$ cat src/rtl/core/elfr_pkg.sv
// Package for the escaped length frame receiver.
// Widths, byte codes, reset values and the state and result structs.
// No dependencies; every other file of the block imports it.
`timescale 1ns / 1ps
`default_nettype none

package elfr_pkg;

    localparam int BYTE_W = 8;
    localparam int POS_W  = 9;
    localparam int IDX_W  = 7;
    localparam int CFG_IDX_W = 1;

    localparam int BUFFER_DEPTH_DEFAULT = 128;

    // configuration register indexes
    localparam logic [CFG_IDX_W-1:0] REG_START_BYTE  = 1'd0;
    localparam logic [CFG_IDX_W-1:0] REG_ESCAPE_BYTE = 1'd1;

    // register reset values
    localparam logic [BYTE_W-1:0] START_BYTE_RESET  = 8'h02;
    localparam logic [BYTE_W-1:0] ESCAPE_BYTE_RESET = 8'h10;

    // unescape codes
    localparam logic [BYTE_W-1:0] UNESC_SRC_A = 8'h0E;
    localparam logic [BYTE_W-1:0] UNESC_SRC_B = 8'h0D;
    localparam logic [BYTE_W-1:0] UNESC_DST_A = ~UNESC_SRC_A;
    localparam logic [BYTE_W-1:0] UNESC_DST_B = ~UNESC_SRC_B;

    // frame layout
    localparam logic [POS_W-1:0] LENGTH_POS  = 9'd4;
    localparam logic [POS_W-1:0] FRAME_EXTRA = 9'd7;

    typedef struct packed {
        logic              receiving;
        logic [POS_W-1:0]  position;
        logic [BYTE_W-1:0] payload_length;
        logic              escape_pending;
    } rx_state_t;

    typedef struct packed {
        logic              store_valid;
        logic [IDX_W-1:0]  store_index;
        logic [BYTE_W-1:0] store_value;
        logic              frame_done;
        logic              overflow;
    } rx_result_t;

endpackage : elfr_pkg

`default_nettype wire

$ cat src/rtl/core/elfr_step.sv
// Per-byte decode of the frame receiver: next state and result for one item.
// Pure combinational logic between the state registers and the result register.
// Depends on elfr_pkg.
`timescale 1ns / 1ps
`default_nettype none

module elfr_step
    import elfr_pkg::*;
#(
    parameter int BUFFER_DEPTH = BUFFER_DEPTH_DEFAULT
)
(
    input  wire rx_state_t         cur,
    input  wire logic [BYTE_W-1:0] rx_byte,
    input  wire logic [BYTE_W-1:0] start_byte,
    input  wire logic [BYTE_W-1:0] escape_byte,
    output rx_state_t              nxt,
    output rx_result_t             res
);

    localparam logic [POS_W:0] DEPTH_L = (POS_W + 1)'(BUFFER_DEPTH);

    logic              is_escape;
    logic [BYTE_W-1:0] value;
    logic [POS_W-1:0]  pos_inc;
    logic [POS_W-1:0]  frame_end;

    // unescape the incoming byte; escape test comes first
    always_comb
    begin
        is_escape = (rx_byte == escape_byte);
        if (is_escape)
            value = rx_byte;
        else if (cur.escape_pending && rx_byte == UNESC_SRC_A)
            value = UNESC_DST_A;
        else if (cur.escape_pending && rx_byte == UNESC_SRC_B)
            value = UNESC_DST_B;
        else
            value = rx_byte;
    end

    assign pos_inc = cur.position + POS_W'(1);

    // state update and result
    always_comb
    begin
        nxt       = cur;
        res       = '0;
        frame_end = '0;
        if (!cur.receiving)
        begin
            if (rx_byte == start_byte)
            begin
                nxt.receiving      = 1'b1;
                nxt.escape_pending = 1'b0;
                nxt.position       = POS_W'(1);
                res.store_valid    = 1'b1;
                res.store_value    = rx_byte;
            end
        end
        else if ({1'b0, cur.position} >= DEPTH_L)
        begin
            res.overflow       = 1'b1;
            nxt.receiving      = 1'b0;
            nxt.escape_pending = 1'b0;
        end
        else
        begin
            res.store_valid = 1'b1;
            res.store_index = cur.position[IDX_W-1:0];
            res.store_value = value;
            if (cur.position == LENGTH_POS)
                nxt.payload_length = value;
            nxt.escape_pending = is_escape;
            nxt.position       = is_escape ? cur.position : pos_inc;
            frame_end = POS_W'(nxt.payload_length) + FRAME_EXTRA;
            if (nxt.position == frame_end)
            begin
                res.frame_done     = 1'b1;
                nxt.receiving      = 1'b0;
                nxt.escape_pending = 1'b0;
            end
        end
    end

endmodule : elfr_step

`default_nettype wire

$ cat config.mk
export PLATFORM = sky130hd
export DESIGN_NAME = elfr_step
export DESIGN_NICKNAME = d
export VERILOG_FILES = /design/src/rtl/core/elfr_pkg.sv /design/src/rtl/core/elfr_step.sv
export SDC_FILE = /design/constraint.sdc
export NUM_CORES = 1
export LEC_CHECK = 0
export ABC_AREA = 1
export BUFFER_PORTS_ARGS = -buffer_cell sky130_fd_sc_hd__clkbuf_2
export CORE_ASPECT_RATIO = 0.5
export CORE_MARGIN = 1
export CORE_UTILIZATION = 45
export DETAILED_ROUTE_END_ITERATION = 8
export PLACE_DENSITY = 0.87
export SYNTH_ARGS = -nofsm -noshare
export SYNTH_HDL_FRONTEND = slang
export SYNTH_SLANG_ARGS = --single-unit
$ cat constraint.sdc
create_clock -name vclk -period 4.5
set_clock_uncertainty 0.1 [all_clocks]
set_input_delay 0.9 -clock vclk [all_inputs]
set_output_delay 0.9 -clock vclk [all_outputs]
set_load 0.005 [all_outputs]
# ---- Yosys cells after proc, flatten, opt, wreduce, memory -nomap -nowiden
# Index checks and enable logic that the tools add are counted.
dict set report totals {
  ff_bits 0
  latch_bits 0
  ramBits 0
  rom_bits 0
  inputBits 43
  mem_count 0
}
dict set report op_classes {
  addsub 2
  n_mul 0
  div 0
  magnitude_cmp 1
  eq_ne 6
  n_shift 0
  n_mux 26
  bitwise_logic 0
  n_reduce_logical 2
}
# op n
set ops {}
lappend ops {{$mux 8} 9}
lappend ops {{$mux 17} 2}
lappend ops {{$mux 10} 2}
lappend ops {{$eq 8x4->1 const B} 2}
lappend ops {{$eq 8x8->1} 2}
lappend ops {{$mux 1} 10}
lappend ops {{$add 8x3->9 const B} 1}
lappend ops {{$add 9x1->9 const B} 1}
lappend ops {{$eq 9x3->1 const B} 1}
lappend ops {{$eq 9x9->1} 1}
lappend ops {{$ge 9x8->1 const B} 1}
lappend ops {{$mux 9} 1}
lappend ops {{$mux 7} 1}
lappend ops {{$logic_and 1x1->1} 2}
lappend ops {{$mux 2} 1}

# ---- Logic depth before layout (Yosys ltp)
dict set report depth {
  depth_word 13
  mapped_depth 20
  depth_no_buf 20
}

# ---- Worst setup path after synthesis
# OpenSTA, ideal clock, no wires.
dict set report synth_timing {
  kind {input -> output}
  start {in cur[9] (netlist bit)}
  end {out nxt[0] (netlist bit)}
  arrival_ns 2.802
  t_required_ns 3.500
  path_slack_ns 0.698
  path_stages 18
  n_path_buf 0
  path_cell_list {inv_1 -> ha_1 -> nand2_1 -> nor3_2 -> nand3_2 -> inv_2 -> or2_2 -> nand2_1 -> ha_1 -> nand3b_1 -> nand3_1 -> nand2_1 -> nor2_1 -> nand3_1 -> nor2_1 -> nand3_2 -> nand3_1 -> nand2_1}
}
# item line_no
set synth_rtl {}
lappend synth_rtl {{from (decl)} elfr_step.sv:13} ;# input wire rx_state_t cur,
lappend synth_rtl {{to (decl)} elfr_step.sv:17} ;# output rx_state_t nxt,

==> reports/metrics.yaml <==
grt_max_degree: 20
num-nets-final: 431
drive_gt1_share_pct: 32.1
post-dp-hpwl_mm: 4.19
netlist_instances: 305
ys_types: 32
cap_violations: 0
syn_nets: 351
place_inst: 422
seq_area_frac_synth_pct: 0
period_share_pct: 97.9
cellPowerDensity_nw_per_um2: 80.4
power.share.switching_pct: 60.3
dpl_cell_area_um2: 1950
fillers: 316
worst_ep_required_time_ns: 3.50
vias: 2259
power.internal_w: 0.0000628
drtIter0Drc: 206
hold_class: "primary input to output pin"
use_met1_pct: 34.9
final_cell_mix: "98 x nand2_1, 80 x clkbuf_2, 43 x inv_1, 40 x nor2_1, 20 x nand3_1"
cp-start-kind: "primary input"
setup_violations: 0
start_util_pct: 48.8
failed_checks: "DRC"
final_cell_area_um2: 1970
seq_area_um2: 0
critPathArrivalTime_ns: 3.41
status: "finished with violations"
worst_slew_pin_slew_ns: 0.598
ir_drop_uv: 41.5
critical_path_peak_fanout: 7
n_sequential_cell: 0
die_h_um: 43.1
fmax_ghz: 0.227
viasPerCell: 5.34
busiest_layer: "met2"
crit_type: "primary input to output pin"
pwr-share-comb_pct: 100.0
die-area_um2: 3630
grt_usage_pct: 26.9
finalHoldViolCount: 0
post-route-util_pct: 63.0
rows: 14
final_common_cell: "nand2_1"
area_growth_pct: 29.1
relSlewSlack_pct: 60.0
antenna_cells: 0
routed_wl_mm: 5.05
syn_area_um2: 1520
postRouteAntennaNets: 0
power_leakage_nw: 1.21
route.detailed.drc: 4
instances_no_fill: 423
seq_power_share_pct: 0
drt-pass1-iter-count: 8
grt_overflow: 0
gp_congestion: 0.927
die_x_um: 84.3
crit_path_end_kind: "output pin"
synth_warnings: 0
hold_buffers: 0
clkPwrFrac_pct: 0
post_drt_wl_per_cell_um: 11.9
syn_avg_cell_area_um2: 4.99
nClkBuffers: 0
p_sw_w: 0.0000953
ioPinCount: 80
core_area_um2: 3120
finalSetupTns_ns: 0
globalRouteMet2Util_pct: 49.5
grt_pass1_wl_mm: 8.05
global_route.usage.met3_pct: 1.75
fin_crit_ns: 4.41
grt_pass1_vias: 1940
port-buffer-count: 80
antenna_found_initial: 0
final_max_slew_viol_count: 0
## synth_stat cells, drive strengths merged
master  number  area share [%]
o21ai       19             7.7
clkbuf       2            0.49
nand3       25              10
nand2      107              29
nor2        48              13
a21oi        7             2.5
nand3b       1            0.49
buf          3             2.0
nor4         2            0.82
ha           3             2.5
a31oi        1            0.41
nand4        4             1.6
a21boi       1            0.74
or3          1            0.41
o22ai        6             2.5
inv         49              12
nor3         3             1.3
or2          5             2.1
xnor2        4             2.3
xor2        14             8.1
## critical path: stages
cell and delay [ns]:
clkbuf_2 0.13, inv_1 0.11, ha_1 0.16, nand2_1 0.07, nor3_2 0.21, nand3_2 0.14, inv_4 0.12, or2_2 0.11
nand2_1 0.12, ha_1 0.26, nand3b_1 0.20, nand3_1 0.10, nand2_1 0.05, nor2_1 0.10, nand3_1 0.10, nor2_2 0.12
nand3_2 0.12, nor2_2 0.14, clkbuf_2 0.14
## power by group through the flow
stage               Clock [W]  Sequential (W)  Combinational [W]
floorplan                   0               0          0.0000928
CTS                         0               0           0.000155
global placement            0               0           0.000149
detailed placement          0               0           0.000154
global route                0               0           0.000176
finish                      0               0           0.000158
## routing by layer
layer	part of all wire, %	vias up
met2	48	164
met3	11	16
met5	0	-
met1	39	966
li1	-	1113
met4	1.7	0
## stage by stage
stage	setup WS, ns	power (W)	hold WS, ns
2_1_floorplan	0.698	0.0000928	1.78
3_3_place_gp	0.317	0.000149	1.98
3_5_place_dp	0.192	0.000154	2.00
4_1_cts	0.173	0.000155	2.00
5_1_grt	-0.00725	0.000176	2.02
6_report	0.0931	0.000158	1.99
## what timing repair did
action | in CTS | in global routing
setup buffers | 0 | 1
gates resized for setup | 0 | 4
endpoints found under the setup margin | 0 | 3
## final timing paths
| path | from | end | slack, ns | cells after the start |
|---|---|---|---|---|
| setup / recovery | cur[10] | res[1] | 0.09 | 19 |
| hold / removal | cur[17] | nxt[17] | 1.99 | 4 |
## final cells by class
type               count  area (µm²)  area share [%]
repair buffers        83         423            21.5
inverters             49         186            9.48
multi-input cells    251        1310            66.5
well taps             40        50.0            2.55
## kinds of logic after synthesis
kind of cell / count (synthesis) / share of synthesized area [%]
fa+ha+maj: 3 / 2.47
compound gates: 34 / 13.9
buf+inv: 54 / 14.5
xor+xnor: 18 / 10.4
simple gates: 196 / 58.8
Note: power is estimated with default switching activity, not from simulation.
